File: src/rtl/npc_pkg.sv
`timescale 1ns / 1ps

package npc_pkg;

    // Defaults for the top-level parameters
    localparam int MAX_COUNTERS_DEF = 16;
    localparam int MAX_DEPTH_DEF    = 8;
    localparam int TIME_BITS_DEF    = 32;

    // Configuration register reset values
    localparam logic [4:0] CFG_COUNTERS_RESET = 5'd16;
    localparam logic [3:0] CFG_DEPTH_RESET    = 4'd8;

    typedef enum logic {
        REG_COUNTERS = 1'b0,
        REG_DEPTH    = 1'b1
    } reg_index_t;

    typedef enum logic [1:0] {
        FUNC_START = 2'd0,
        FUNC_STOP  = 2'd1,
        FUNC_READ  = 2'd2,
        FUNC_CLEAR = 2'd3
    } func_t;

    typedef enum logic [1:0] {
        STATUS_OK     = 2'd0,
        STATUS_REJECT = 2'd1,
        STATUS_EMPTY  = 2'd2
    } status_t;

    // Controller to datapath
    typedef struct packed {
        logic load;      // capture the input beat
        logic decode;    // latch status code and nesting info
        logic do_start;  // push id, record start time, zero child time
        logic do_pop;    // pop the stack
        logic do_clear;  // empty stack and totals
        logic stack_rd;  // read top and parent ids
        logic sum_rd;    // read totals of the item's id
        logic entry_rd;  // read per-counter entries of the popped id
        logic ticks;     // measure elapsed ticks
        logic accum;     // credit parent, form exclusive delta
        logic sums;      // update totals
        logic out_load;  // load the result register
    } cmd_t;

    // Datapath to controller
    typedef struct packed {
        func_t func;
        logic  start_ok;
        logic  stop_ok;
    } sts_t;

endpackage

File: src/rtl/nested_profiling_counters.sv
`timescale 1ns / 1ps

// Nested profiling counters.
// Input channel (in_valid/in_ready) carries one beat per operation: func,
// counter_id and timestamp. Output channel (out_valid/out_ready) returns one
// result beat per input beat, in order: status, which_counter, elapsed_time
// and the counter's inclusive and exclusive totals.
// Configuration goes through the APB port: counters_in_use at 0x0,
// stack_depth_in_use at 0x4. pready is tied high; writes land on the access
// phase. Write only while the block is idle.
// One item is in flight at a time. Start, read and clear go from decode
// straight to the result; a stop first runs the sequence of stack read,
// entry read, tick compare, parent credit and 64-bit total update, each a
// registered memory access or add. The next beat is taken in the cycle
// after the result is loaded.
// When the receiver stalls, the finished result waits in the output register
// while the next beat is already accepted and worked on; that item then holds
// in its final step until the register frees up.
// Reset empties the stack, marks every total as zero and restores the
// registers to 16 counters and depth 8. No clearing pass is needed.
module nested_profiling_counters #(
    parameter int MAX_COUNTERS = npc_pkg::MAX_COUNTERS_DEF,
    parameter int MAX_DEPTH    = npc_pkg::MAX_DEPTH_DEF,
    parameter int TIME_BITS    = npc_pkg::TIME_BITS_DEF
) (
    input  logic         clk,
    input  logic         rst_n,
    // APB configuration
    input  logic         psel,
    input  logic         penable,
    input  logic         pwrite,
    input  logic [2:0]   paddr,
    input  logic [31:0]  pwdata,
    output logic [31:0]  prdata,
    output logic         pready,
    // input channel
    input  logic         in_valid,
    output logic         in_ready,
    input  logic [1:0]   func,
    input  logic [3:0]   counter_id,
    input  logic [31:0]  timestamp,
    // output channel
    output logic         out_valid,
    input  logic         out_ready,
    output logic [1:0]   status,
    output logic [3:0]   which_counter,
    output logic [31:0]  elapsed_time,
    output logic [63:0]  inclusive_total,
    output logic [63:0]  exclusive_total
);

    logic [4:0]             cfg_counters_reg;
    logic [3:0]             cfg_depth_reg;
    logic                   cfg_write;
    npc_pkg::reg_index_t    cfg_index;
    npc_pkg::cmd_t          cmd;
    npc_pkg::sts_t          sts;

    assign pready    = 1'b1;
    assign cfg_index = npc_pkg::reg_index_t'(paddr[2]);
    assign cfg_write = psel && penable && pwrite && pready;

    // Register file: write on the access phase
    always_ff @(posedge clk or negedge rst_n)
    begin
        if (!rst_n)
        begin
            cfg_counters_reg <= npc_pkg::CFG_COUNTERS_RESET;
            cfg_depth_reg    <= npc_pkg::CFG_DEPTH_RESET;
        end
        else if (cfg_write)
        begin
            case (cfg_index)
                npc_pkg::REG_COUNTERS: cfg_counters_reg <= pwdata[4:0];
                npc_pkg::REG_DEPTH:    cfg_depth_reg    <= pwdata[3:0];
                default:               cfg_depth_reg    <= cfg_depth_reg;
            endcase
        end
    end

    always_comb
    begin
        case (cfg_index)
            npc_pkg::REG_COUNTERS: prdata = 32'(cfg_counters_reg);
            npc_pkg::REG_DEPTH:    prdata = 32'(cfg_depth_reg);
            default:               prdata = 32'd0;
        endcase
    end

    // Sequencer: walks each item through its steps
    npc_ctrl u_ctrl (
        .clk       (clk),
        .rst_n     (rst_n),
        .in_valid  (in_valid),
        .in_ready  (in_ready),
        .out_valid (out_valid),
        .out_ready (out_ready),
        .sts       (sts),
        .cmd       (cmd)
    );

    // Stack, per-counter stores, arithmetic and result register
    npc_datapath #(
        .MAX_COUNTERS (MAX_COUNTERS),
        .MAX_DEPTH    (MAX_DEPTH),
        .TIME_BITS    (TIME_BITS)
    ) u_datapath (
        .clk             (clk),
        .rst_n           (rst_n),
        .cfg_counters    (cfg_counters_reg),
        .cfg_depth       (cfg_depth_reg),
        .func            (func),
        .counter_id      (counter_id),
        .timestamp       (timestamp),
        .cmd             (cmd),
        .sts             (sts),
        .status          (status),
        .which_counter   (which_counter),
        .elapsed_time    (elapsed_time),
        .inclusive_total (inclusive_total),
        .exclusive_total (exclusive_total)
    );

    // One item at a time: no beat is taken right after another
    assert property (@(posedge clk) disable iff (!rst_n)
        (in_valid && in_ready) |=> !in_ready)
        else $error("input beat accepted while an item is in flight");

    // The result register is never overwritten while a result waits
    assert property (@(posedge clk) disable iff (!rst_n)
        cmd.out_load |-> (!out_valid || out_ready))
        else $error("result register loaded over a pending result");

    // Stop on an empty stack reports nothing else
    assert property (@(posedge clk) disable iff (!rst_n)
        (out_valid && status == npc_pkg::STATUS_EMPTY) |->
        (which_counter == 4'd0 && elapsed_time == 32'd0 &&
         inclusive_total == 64'd0 && exclusive_total == 64'd0))
        else $error("empty-stack stop carries payload");

    // A refused item measures no time
    assert property (@(posedge clk) disable iff (!rst_n)
        (out_valid && status != npc_pkg::STATUS_OK) |-> elapsed_time == 32'd0)
        else $error("elapsed time on a refused item");

endmodule

File: src/rtl/npc_ctrl.sv
`timescale 1ns / 1ps

module npc_ctrl (
    input  logic           clk,
    input  logic           rst_n,
    input  logic           in_valid,
    output logic           in_ready,
    output logic           out_valid,
    input  logic           out_ready,
    input  npc_pkg::sts_t  sts,
    output npc_pkg::cmd_t  cmd
);

    typedef enum logic [2:0] {
        S_IDLE,
        S_DECODE,
        S_ENTRY,
        S_TICKS,
        S_ACCUM,
        S_SUMS,
        S_FINISH
    } state_t;

    state_t state_reg;
    state_t state_next;
    logic   out_valid_reg;
    logic   out_valid_next;

    always_comb
    begin
        cmd        = '0;
        state_next = state_reg;
        case (state_reg)
            S_IDLE:
            begin
                cmd.load = in_valid;
                if (in_valid)
                begin
                    state_next = S_DECODE;
                end
            end
            S_DECODE:
            begin
                cmd.decode = 1'b1;
                state_next = S_FINISH;
                case (sts.func)
                    npc_pkg::FUNC_START: cmd.do_start = sts.start_ok;
                    npc_pkg::FUNC_STOP:
                    begin
                        cmd.do_pop   = sts.stop_ok;
                        cmd.stack_rd = sts.stop_ok;
                        if (sts.stop_ok)
                        begin
                            state_next = S_ENTRY;
                        end
                    end
                    npc_pkg::FUNC_READ:  cmd.sum_rd   = 1'b1;
                    npc_pkg::FUNC_CLEAR: cmd.do_clear = 1'b1;
                    default:             cmd.do_clear = 1'b0;
                endcase
            end
            S_ENTRY:
            begin
                cmd.entry_rd = 1'b1;
                state_next   = S_TICKS;
            end
            S_TICKS:
            begin
                cmd.ticks  = 1'b1;
                state_next = S_ACCUM;
            end
            S_ACCUM:
            begin
                cmd.accum  = 1'b1;
                state_next = S_SUMS;
            end
            S_SUMS:
            begin
                cmd.sums   = 1'b1;
                state_next = S_FINISH;
            end
            S_FINISH:
            begin
                // hold until the result register is free
                cmd.out_load = !out_valid_reg || out_ready;
                if (cmd.out_load)
                begin
                    state_next = S_IDLE;
                end
            end
            default: state_next = S_IDLE;
        endcase
    end

    always_comb
    begin
        out_valid_next = out_valid_reg;
        if (cmd.out_load)
        begin
            out_valid_next = 1'b1;
        end
        else if (out_ready)
        begin
            out_valid_next = 1'b0;
        end
    end

    always_ff @(posedge clk or negedge rst_n)
    begin
        if (!rst_n)
        begin
            state_reg     <= S_IDLE;
            out_valid_reg <= 1'b0;
        end
        else
        begin
            state_reg     <= state_next;
            out_valid_reg <= out_valid_next;
        end
    end

    assign in_ready  = (state_reg == S_IDLE);
    assign out_valid = out_valid_reg;

endmodule

File: src/rtl/npc_datapath.sv
`timescale 1ns / 1ps

module npc_datapath #(
    parameter int MAX_COUNTERS = npc_pkg::MAX_COUNTERS_DEF,
    parameter int MAX_DEPTH    = npc_pkg::MAX_DEPTH_DEF,
    parameter int TIME_BITS    = npc_pkg::TIME_BITS_DEF
) (
    input  logic           clk,
    input  logic           rst_n,
    input  logic [4:0]     cfg_counters,
    input  logic [3:0]     cfg_depth,
    input  logic [1:0]     func,
    input  logic [3:0]     counter_id,
    input  logic [31:0]    timestamp,
    input  npc_pkg::cmd_t  cmd,
    output npc_pkg::sts_t  sts,
    output logic [1:0]     status,
    output logic [3:0]     which_counter,
    output logic [31:0]    elapsed_time,
    output logic [63:0]    inclusive_total,
    output logic [63:0]    exclusive_total
);

    localparam int IDX_W = (MAX_COUNTERS > 1) ? $clog2(MAX_COUNTERS) : 1;
    localparam int AW    = (MAX_DEPTH > 1) ? $clog2(MAX_DEPTH) : 1;
    localparam int SP_W  = $clog2(MAX_DEPTH + 1);

    // Captured item
    npc_pkg::func_t        func_reg;
    logic [3:0]            id_reg;
    logic [TIME_BITS-1:0]  now_reg;

    // Control state
    logic [SP_W-1:0]          sp_reg;
    logic [SP_W-1:0]          sp_next;
    logic [MAX_COUNTERS-1:0]  valid_reg;
    npc_pkg::status_t         status_reg;
    logic                     has_parent_reg;

    // Stores
    logic [IDX_W-1:0]      stack_mem [MAX_DEPTH];
    logic [TIME_BITS-1:0]  time_mem  [MAX_COUNTERS];
    logic [31:0]           child_mem [MAX_COUNTERS];
    logic [63:0]           incl_mem  [MAX_COUNTERS];
    logic [63:0]           excl_mem  [MAX_COUNTERS];

    // Registered read data
    logic [IDX_W-1:0]      top_reg;
    logic [IDX_W-1:0]      parent_reg;
    logic [TIME_BITS-1:0]  start_rd_reg;
    logic [31:0]           child_top_reg;
    logic [31:0]           child_par_reg;
    logic [63:0]           incl_rd_reg;
    logic [63:0]           excl_rd_reg;
    logic                  valid_rd_reg;

    // Arithmetic stages
    logic [TIME_BITS-1:0]  ticks_reg;
    logic [TIME_BITS-1:0]  ticks_next;
    logic [31:0]           delta_reg;
    logic [31:0]           delta_next;
    logic [63:0]           incl_new_reg;
    logic [63:0]           excl_new_reg;
    logic [63:0]           incl_next;
    logic [63:0]           excl_next;

    // Result register
    logic [1:0]   status_out_reg;
    logic [3:0]   which_out_reg;
    logic [31:0]  elapsed_out_reg;
    logic [63:0]  incl_out_reg;
    logic [63:0]  excl_out_reg;
    logic [1:0]   status_out_next;
    logic [3:0]   which_out_next;
    logic [31:0]  elapsed_out_next;
    logic [63:0]  incl_out_next;
    logic [63:0]  excl_out_next;

    logic              id_ok;
    logic              start_ok;
    logic              stop_ok;
    logic [IDX_W-1:0]  id_idx;
    logic [AW-1:0]     top_addr;
    logic [AW-1:0]     par_addr;
    logic [IDX_W-1:0]  sum_addr;
    logic              same_id;
    logic              child_we;
    logic [IDX_W-1:0]  child_waddr;
    logic [31:0]       child_wdata;

    assign id_idx  = IDX_W'(id_reg);
    assign id_ok   = (9'(id_reg) < 9'(cfg_counters)) && (9'(id_reg) < 9'(MAX_COUNTERS));
    assign start_ok = id_ok && (7'(sp_reg) < 7'(cfg_depth)) && (7'(sp_reg) < 7'(MAX_DEPTH));
    assign stop_ok  = (sp_reg != '0);

    assign sts.func     = func_reg;
    assign sts.start_ok = start_ok;
    assign sts.stop_ok  = stop_ok;

    assign top_addr = AW'(sp_reg - SP_W'(1));
    assign par_addr = AW'(sp_reg - SP_W'(2));
    assign sum_addr = cmd.entry_rd ? top_reg : id_idx;

    // Nested restart of the same id: the parent credit lands on this entry too
    assign same_id = has_parent_reg && (parent_reg == top_reg);

    always_ff @(posedge clk)
    begin
        if (cmd.load)
        begin
            func_reg <= npc_pkg::func_t'(func);
            id_reg   <= counter_id;
            now_reg  <= timestamp[TIME_BITS-1:0];
        end
    end

    always_comb
    begin
        sp_next = sp_reg;
        if (cmd.do_clear)
        begin
            sp_next = '0;
        end
        else if (cmd.do_start)
        begin
            sp_next = sp_reg + SP_W'(1);
        end
        else if (cmd.do_pop)
        begin
            sp_next = sp_reg - SP_W'(1);
        end
    end

    always_ff @(posedge clk or negedge rst_n)
    begin
        if (!rst_n)
        begin
            sp_reg    <= '0;
            valid_reg <= '0;
        end
        else
        begin
            sp_reg <= sp_next;
            if (cmd.do_clear)
            begin
                valid_reg <= '0;
            end
            else if (cmd.sums)
            begin
                valid_reg[top_reg] <= 1'b1;
            end
        end
    end

    always_ff @(posedge clk)
    begin
        if (cmd.decode)
        begin
            has_parent_reg <= (sp_reg > SP_W'(1));
            case (func_reg)
                npc_pkg::FUNC_START:
                    status_reg <= start_ok ? npc_pkg::STATUS_OK : npc_pkg::STATUS_REJECT;
                npc_pkg::FUNC_STOP:
                    status_reg <= stop_ok ? npc_pkg::STATUS_OK : npc_pkg::STATUS_EMPTY;
                npc_pkg::FUNC_READ:
                    status_reg <= id_ok ? npc_pkg::STATUS_OK : npc_pkg::STATUS_REJECT;
                default:
                    status_reg <= npc_pkg::STATUS_OK;
            endcase
        end
    end

    // Id stack: one write port, two read ports
    always_ff @(posedge clk)
    begin
        if (cmd.do_start)
        begin
            stack_mem[AW'(sp_reg)] <= id_idx;
        end
        if (cmd.stack_rd)
        begin
            top_reg    <= stack_mem[top_addr];
            parent_reg <= stack_mem[par_addr];
        end
    end

    // Start times
    always_ff @(posedge clk)
    begin
        if (cmd.do_start)
        begin
            time_mem[id_idx] <= now_reg;
        end
        if (cmd.entry_rd)
        begin
            start_rd_reg <= time_mem[top_reg];
        end
    end

    // Child times: one write port, two read ports
    assign child_we    = cmd.do_start || (cmd.accum && has_parent_reg);
    assign child_waddr = cmd.do_start ? id_idx : parent_reg;
    assign child_wdata = cmd.do_start ? 32'd0 : (child_par_reg + 32'(ticks_reg));

    always_ff @(posedge clk)
    begin
        if (child_we)
        begin
            child_mem[child_waddr] <= child_wdata;
        end
        if (cmd.entry_rd)
        begin
            child_top_reg <= child_mem[top_reg];
            child_par_reg <= child_mem[parent_reg];
        end
    end

    // Totals
    always_ff @(posedge clk)
    begin
        if (cmd.sums)
        begin
            incl_mem[top_reg] <= incl_next;
            excl_mem[top_reg] <= excl_next;
        end
        if (cmd.sum_rd || cmd.entry_rd)
        begin
            incl_rd_reg  <= incl_mem[sum_addr];
            excl_rd_reg  <= excl_mem[sum_addr];
            valid_rd_reg <= valid_reg[sum_addr];
        end
    end

    // Wrapped clock measures zero
    assign ticks_next = (now_reg >= start_rd_reg) ? (now_reg - start_rd_reg) : '0;
    assign delta_next = same_id ? (32'd0 - child_top_reg)
                                : (32'(ticks_reg) - child_top_reg);
    assign incl_next  = (valid_rd_reg ? incl_rd_reg : 64'd0) + 64'(ticks_reg);
    assign excl_next  = (valid_rd_reg ? excl_rd_reg : 64'd0) + 64'(delta_reg);

    always_ff @(posedge clk)
    begin
        if (cmd.ticks)
        begin
            ticks_reg <= ticks_next;
        end
        if (cmd.accum)
        begin
            delta_reg <= delta_next;
        end
        if (cmd.sums)
        begin
            incl_new_reg <= incl_next;
            excl_new_reg <= excl_next;
        end
    end

    always_comb
    begin
        status_out_next  = status_reg;
        which_out_next   = 4'd0;
        elapsed_out_next = 32'd0;
        incl_out_next    = 64'd0;
        excl_out_next    = 64'd0;
        case (func_reg)
            npc_pkg::FUNC_START:
            begin
                which_out_next = id_reg;
            end
            npc_pkg::FUNC_STOP:
            begin
                if (status_reg == npc_pkg::STATUS_OK)
                begin
                    which_out_next   = 4'(top_reg);
                    elapsed_out_next = 32'(ticks_reg);
                    incl_out_next    = incl_new_reg;
                    excl_out_next    = excl_new_reg;
                end
            end
            npc_pkg::FUNC_READ:
            begin
                which_out_next = id_reg;
                if (status_reg == npc_pkg::STATUS_OK && valid_rd_reg)
                begin
                    incl_out_next = incl_rd_reg;
                    excl_out_next = excl_rd_reg;
                end
            end
            default:
            begin
                which_out_next = 4'd0;
            end
        endcase
    end

    always_ff @(posedge clk)
    begin
        if (cmd.out_load)
        begin
            status_out_reg  <= status_out_next;
            which_out_reg   <= which_out_next;
            elapsed_out_reg <= elapsed_out_next;
            incl_out_reg    <= incl_out_next;
            excl_out_reg    <= excl_out_next;
        end
    end

    assign status          = status_out_reg;
    assign which_counter   = which_out_reg;
    assign elapsed_time    = elapsed_out_reg;
    assign inclusive_total = incl_out_reg;
    assign exclusive_total = excl_out_reg;

endmodule

File: config.mk
export PLATFORM = sky130hd
export DESIGN_NAME = nested_profiling_counters
export DESIGN_NICKNAME = d
export VERILOG_FILES = /design/src/rtl/npc_pkg.sv /design/src/rtl/nested_profiling_counters.sv /design/src/rtl/npc_ctrl.sv /design/src/rtl/npc_datapath.sv
export SDC_FILE = /design/constraint.sdc
export NUM_CORES = 2
export LEC_CHECK = 0
export BUFFER_PORTS_ARGS = -buffer_cell sky130_fd_sc_hd__buf_2
export CAP_MARGIN = 20
export CORE_MARGIN = 2
export CORE_UTILIZATION = 35
export CTS_BUF_LIST = sky130_fd_sc_hd__clkbuf_4 sky130_fd_sc_hd__clkbuf_8 sky130_fd_sc_hd__clkbuf_16
export CTS_CLUSTER_SIZE = 24
export DETAILED_ROUTE_END_ITERATION = 10
export GPL_TIMING_DRIVEN = 1
export SYNTH_ARGS = -nofsm -noshare
export SYNTH_HDL_FRONTEND = slang
export SYNTH_HIERARCHICAL = 1
export SYNTH_SLANG_ARGS = --single-unit
export TNS_END_PERCENT = 50
File: constraint.sdc
create_clock -name clk -period 26.1 [get_ports clk]
set_input_delay 6.525 -clock clk [delete_from_list [all_inputs] [get_ports clk]]
set_output_delay 6.525 -clock clk [all_outputs]
set_load 0.005 [all_outputs]
## Word-level counts from Yosys, hierarchy flattened

Memory sizes are Yosys's and may differ from the RTL's. A register that Yosys moved wholly into a read port is not among the register bits.
Index checks and enable logic that the tools add are counted.

- Add/subtract/negate cells: 9
- $lt $le $gt $ge: 8
- Eq/ne operators: 12
- Multiplexer cells: 52
- Bitwise logic cells: 2
- Reductions and logical operators: 24

Operator list:

| operator | number |
|---|---|
| 64-bit 2-to-1 mux | 6 |
| 64-bit one-hot mux with 2 select lines | 2 |
| 64-bit by 32-bit adder with 64-bit output | 2 |
| 32-bit 2-to-1 mux | 2 |
| 32-bit one-hot mux with 2 select lines | 1 |
| 32-bit subtractor | 2 |
| 32-bit adder | 1 |
| 32-bit greater-or-equal comparator | 1 |
| 16-bit 2-to-1 mux | 2 |
| 1-bit by 32-bit subtractor with 32-bit output (first input constant) | 1 |
| 4-bit 2-to-1 mux | 6 |
| 1-bit 2-to-1 mux | 22 |
| 3-bit one-hot mux with 7 select lines | 1 |
| 16-bit OR | 1 |
| 3-bit 2-to-1 mux | 4 |
| 4-bit by 5-bit less-than comparator with 1-bit output (second input constant) | 2 |
| 3-bit == test (second input constant) | 3 |
| 1-bit logical AND | 8 |
| 4-bit one-hot mux with 2 select lines | 1 |
| 2-bit AND reduction | 4 |
| 3-bit by 2-bit == test with 1-bit output (second input constant) | 2 |
| 6-bit 2-to-1 mux | 1 |
| 2-bit one-hot mux with 3 select lines | 1 |
| 4-bit by 5-bit less-than comparator with 1-bit output | 1 |
| 25 further kinds | 30 |

- Flip-flop bits (word level): 433
- Bits in writable memories: 3,104
- Bits of input ports: 80
- Output and inout bits: 201
- Memories: 5

Memory list:

| memory | depth | bits a word | read ports | clocked after Yosys merged registers in | write ports | line | source |
|---|---|---|---|---|---|---|---|
| u_datapath.excl_mem | 16 | 64 | 1 | 1 | 1 | npc_datapath.sv:45 | `logic [63:0] excl_mem [MAX_COUNTERS];` |
| u_datapath.incl_mem | 16 | 64 | 1 | 1 | 1 | npc_datapath.sv:44 | `logic [63:0] incl_mem [MAX_COUNTERS];` |
| u_datapath.child_mem | 16 | 32 | 2 | 2 | 1 | npc_datapath.sv:43 | `logic [31:0] child_mem [MAX_COUNTERS];` |
| u_datapath.time_mem | 16 | 32 | 1 | 1 | 1 | npc_datapath.sv:42 | `logic [TIME_BITS-1:0] time_mem [MAX_COUNTERS];` |
| u_datapath.stack_mem | 8 | 4 | 2 | 2 | 1 | npc_datapath.sv:41 | `logic [IDX_W-1:0] stack_mem [MAX_DEPTH];` |

## Logic depth before layout (Yosys ltp)

- Depth in word-level cells: 8
- Mapped depth: 17

## Hierarchy

The synthesis kept the hierarchy.

By module, submodules not included:

| module | instances | cells an instance | area an instance (um^2) | seq. area each (um^2) |
|---|---|---|---|---|
| npc_datapath | 1 | 8,069 | 154,300.5 | 112,688.1 |
| nested_profiling_counters | 1 | 56 | 664.4 | 227.7 |
| npc_ctrl | 1 | 37 | 299.0 | 100.1 |

## Least setup slack after synthesis

OpenSTA, ideal clock, no wires.

- Kind: register to register
- Start: reg u_ctrl.state_reg[2]
- End: mem u_datapath.excl_mem[3][0] (enable)
- Arrival time: 19.569 ns
- Data required time: 25.327 ns
- Setup slack: 5.758 ns
- Cell stages (with the launch flop): 6
- Buffers on the path: 1
- Clock period less this slack: 20.342 ns
- Cells stage by stage: dfrtp_1 -> buf_2 -> inv_1 -> nor3_1 -> nand3_1 -> nor3_1

RTL lines:

| element | line | source |
|---|---|---|
| from (decl) | npc_ctrl.sv:24 | `state_t state_reg;` |
| from (signal assigned) | npc_ctrl.sv:117 | `state_reg <= state_next;` |
| to (decl) | npc_datapath.sv:45 |  |

## Final worst setup path

- Start: in paddr[2]
- End: out prdata[0]

- Word-level cells in the longest chain between the ends: 2

Ends and longest elaborated chain:

| element | line | source |
|---|---|---|
| from (decl) | nested_profiling_counters.sv:32 | `input logic [2:0] paddr,` |
| 1-bit inverter (no source line) | - |  |
| 32-bit one-hot mux with 2 select lines (*) | nested_profiling_counters.sv:83 | `case (cfg_index)` |
| to (decl) | nested_profiling_counters.sv:34 | `output logic [31:0] prdata,` |

Mark *: on every way between the ends. The rest lies on a longest branch, timed or not. The select of a mux whose other input is x is not followed.

==> summary.md <==
| Metric | Value |
|---|---|
| Total GRT Usage | 18.16% |
| CTS H-tree depth | 5 |
| Post_cts resized | 0 |
| Hold path start | u_datapath/valid_reg[15] |
| Average wire per standard cell | 28.11 um |
| Worst EP required | 19,580 ps |
| Mapped Area | 155,300 um^2 |
| Biggest regs | u_datapath/excl_mem x1024, u_datapath/incl_mem x1024 |
| CP top delay family | multiplexers |
| Post-CTS Setup Inserts | 0 |
| Largest net degree at the start of global routing | 143 |
| Seq/Total Area, Yosys | 72.79% |
| Vias in the first global route | 84,447 |
| Placement row count | 244 |
| Gpl congestion | 0.8512 |
| Share of layout cells above drive strength 1 | 25.08% |
| Max Cap Viol | 0 |
| DR DRC count | 0 |
| CP arrival | 7170 ps |
| Register bit total from synthesis | 3,769 |
| Crit Path Class | input port to output port |
| Area Growth Syn to Fin | 14.51% |
| Setup Viol. Count Final | 0 |
| Crit path from | paddr[2] |
| FMAX | 73.03 MHz |
| Worst hold path type | register to register |
| Die width | 670.0 um |
| Max-slew violation count | 0 |
| Commonest cells after routing, fill and taps aside | edfxtp_1 (3,736), mux4_2 (992), nand2_1 (512) |
| Initial antenna violation count | 16 |
| Worst Setup End Kind | output port |
| Final hold vios | 0 |
| Total Wirelength | 418.1 mm |
| Vert. Die Dim | 670.0 um |
| DIE AREA | 449,000 um^2 |
| Io pins | 281 |
| Drt first pass iters | 8 |
| Worst clock skew | 114.8 ps |
| VDD IR max | 62.81 uV |
| Mean Syn Cell Area | 19.02 um^2 |
| Slowest cell on the critical path | mux2_2 |
| Startpoint Class | input port |
| Worst-margin pin slew | 1176 ps |
| Area of the core | 441,800 um^2 |
| Commonest non-fill, non-tap cell in the layout | edfxtp_1 |
| Share of the clock period used by the worst path | 52.46% |
| Root Buffer | clkbuf_16 |
| Routed via count | 82,075 |
| Vias/cell | 5.517 |
| CTS Buf Count | 393 |
| TritonCTS clock tree | yes |
| Layout Nets | 8,894 |
| Reg clk slew, reported paths | 60 ps |
| Fill cells | 39,106 |
| Unrepaired setup endpoints after global routing | no |
| Crit path time final | 13,690 ps |
| Wire length of the first global-routing pass | 597.1 mm |
| PortBufs | 223 |
| Cell count after synthesis | 8,162 |
| # clock sinks | 3,769 |
| Status | complete, no violations |
| DR iter-0 viols | 9,342 |
| Post-synth cell types | 85 |
| YS warnings | 6 |
| Slew HR | 21.59% |
| Top cell by count, worst path | buf_2 |
| Placed Instances | 14,044 |
| Crit-path cells | buf_2 -> mux2_2 -> buf_2 |
| CP Buf/Inv Count | 2 |
| Longest Clk Path Bufs | 4 |
| Pwr Density | 102.7 nW/um^2 |
| EDFF count, synth | 3,736 |
| Layout Cells excl Fill | 14,876 |
| Global route overflow | 0 |
| Setup TNS | 0 ps |
| HPWL after DPL | 228.0 mm |
| Pleak | 57.25 nW |
| Largest stage delay, worst path | 350 ps |
| ANT nets after route | 0 |
| Worst R2R Start | u_ctrl/state_reg[1] |
| Top_reg_cell synth | edfxtp_1 |
| Initial Utilization | 35.15% |
| Skew-Pair Late Insertion Delay | 1000 ps |
| Worst-path fanout max | 7 |
| Hold Buf Count CTS | 0 |
| Share of flip-flops with an asynchronous set or reset | 0.8756% |
-- per-stage QoR --
stage	area [um^2]	total power [mW]	worst slack, ps	utilization (%)	hold WS [ps]
floorplan	155400	11.17	5758	-	427.2
global placement	164100	12.51	12400	37.15	473.0
detailed placement	164200	12.69	12410	37.17	485.3
CTS	177000	18.24	12410	40.06	499.2
global route	177700	18.99	12370	40.24	519.4
finish	177800	18.26	12410	40.25	491.5
-- worst reg2reg max path: stages (launching register included) --
cell and delay [ps]:
dfrtp_1 590, nand2b_1 260, nor2_4 130, buf_4 570, mux2i_4 350, buf_4 650
buf_4 840, buf_4 670, buf_4 770, buf_4 840, mux4_2 480, and2_1 180
a211oi_1 240, a31oi_1 80
-- logic make-up after synthesis --
family / share of synthesized area, %
buffers and inverters: 1.493
adders and majority gates: 1.515
other: 0.004837
and+or+nand+nor: 4.547
AOI/OAI and AO/OA: 3.904
muxes: 14.65
xor gates and xnor gates: 1.100
DFF: 72.79
-- cell type report --
class                   count  area (um^2)  area share (%)
flip-flops and latches   3769       113000           63.57
multi-input cells        3837        40520           22.79
clock buffers             468        10440           5.871
well taps                5904         7387           4.155
repair buffers            508         3573           2.010
clock inverters           243         2338           1.315
inverters                 120        450.4          0.2533
diodes                     27        67.56         0.03800
-- path summary, 6_finish.rpt --
check	to	slack (ps)	cells past startpoint
setup reg to reg	u_datapath/incl_rd_reg[56]	19120	13
setup / recovery	prdata[0]	12410	3
hold reg to reg	u_datapath/valid_reg[15]	490	2
max in group asynchronous	u_datapath/valid_reg[9]	19980	1
hold / removal	u_datapath/valid_reg[15]	490	2
min in group asynchronous	u_datapath/valid_reg[14]	5610	1
-- cell usage after synthesis, drive strengths merged, types with 5 or more instances --
cell type,count,area share (%)
a311oi,21,0.12
nor3,47,0.15
nor3b,9,0.054
a22oi,136,0.66
or2,13,0.052
and4,5,0.028
a211oi,139,0.68
o21a,20,0.097
nand4,45,0.19
o31ai,8,0.045
xor2,78,0.44
clkbuf,307,0.74
dfrtp,31,0.50
nor4,14,0.056
xnor2,117,0.66
nor2b,53,0.21
inv,119,0.29
and2,204,0.82
edfxtp,3736,72
o21bai,28,0.14
nand2,514,1.2
a211o,5,0.028
and3,66,0.27
mux4,992,14
a31oi,155,0.62
fa,5,0.064
o21ai,99,0.32
o211ai,15,0.073
a21oi,160,0.52
nand2b,34,0.14
nor2,392,0.95
or3,12,0.048
mux2,23,0.18
mux2i,12,0.077
o31a,6,0.034
a21boi,5,0.024
buf,155,0.46
ha,180,1.5
a21o,61,0.29
a41oi,6,0.039
nand3,76,0.24
a221oi,5,0.028
-- per-layer routing --
layer | part of all wire (%) | vias up | wire length (um) | track usage (%)
met3 | 7.5 | 674 | 31310 | 3.041
met1 | 39 | 43730 | 163700 | 23.54
li1 | - | 34211 | - | -
met2 | 49 | 3460 | 206800 | 30.80
met4 | 3.9 | 0 | 16240 | 6.588
met5 | 0 | - | 0 | 0
-- report_power, final --
group	internal, mW	total [mW]	switching (mW)
registers	8.15	8.43	0.282
clock network	3.19	5.55	2.36
logic	1.46	4.27	2.81
total	12.8	18.3	5.46
(Power assumes the default switching activity.)
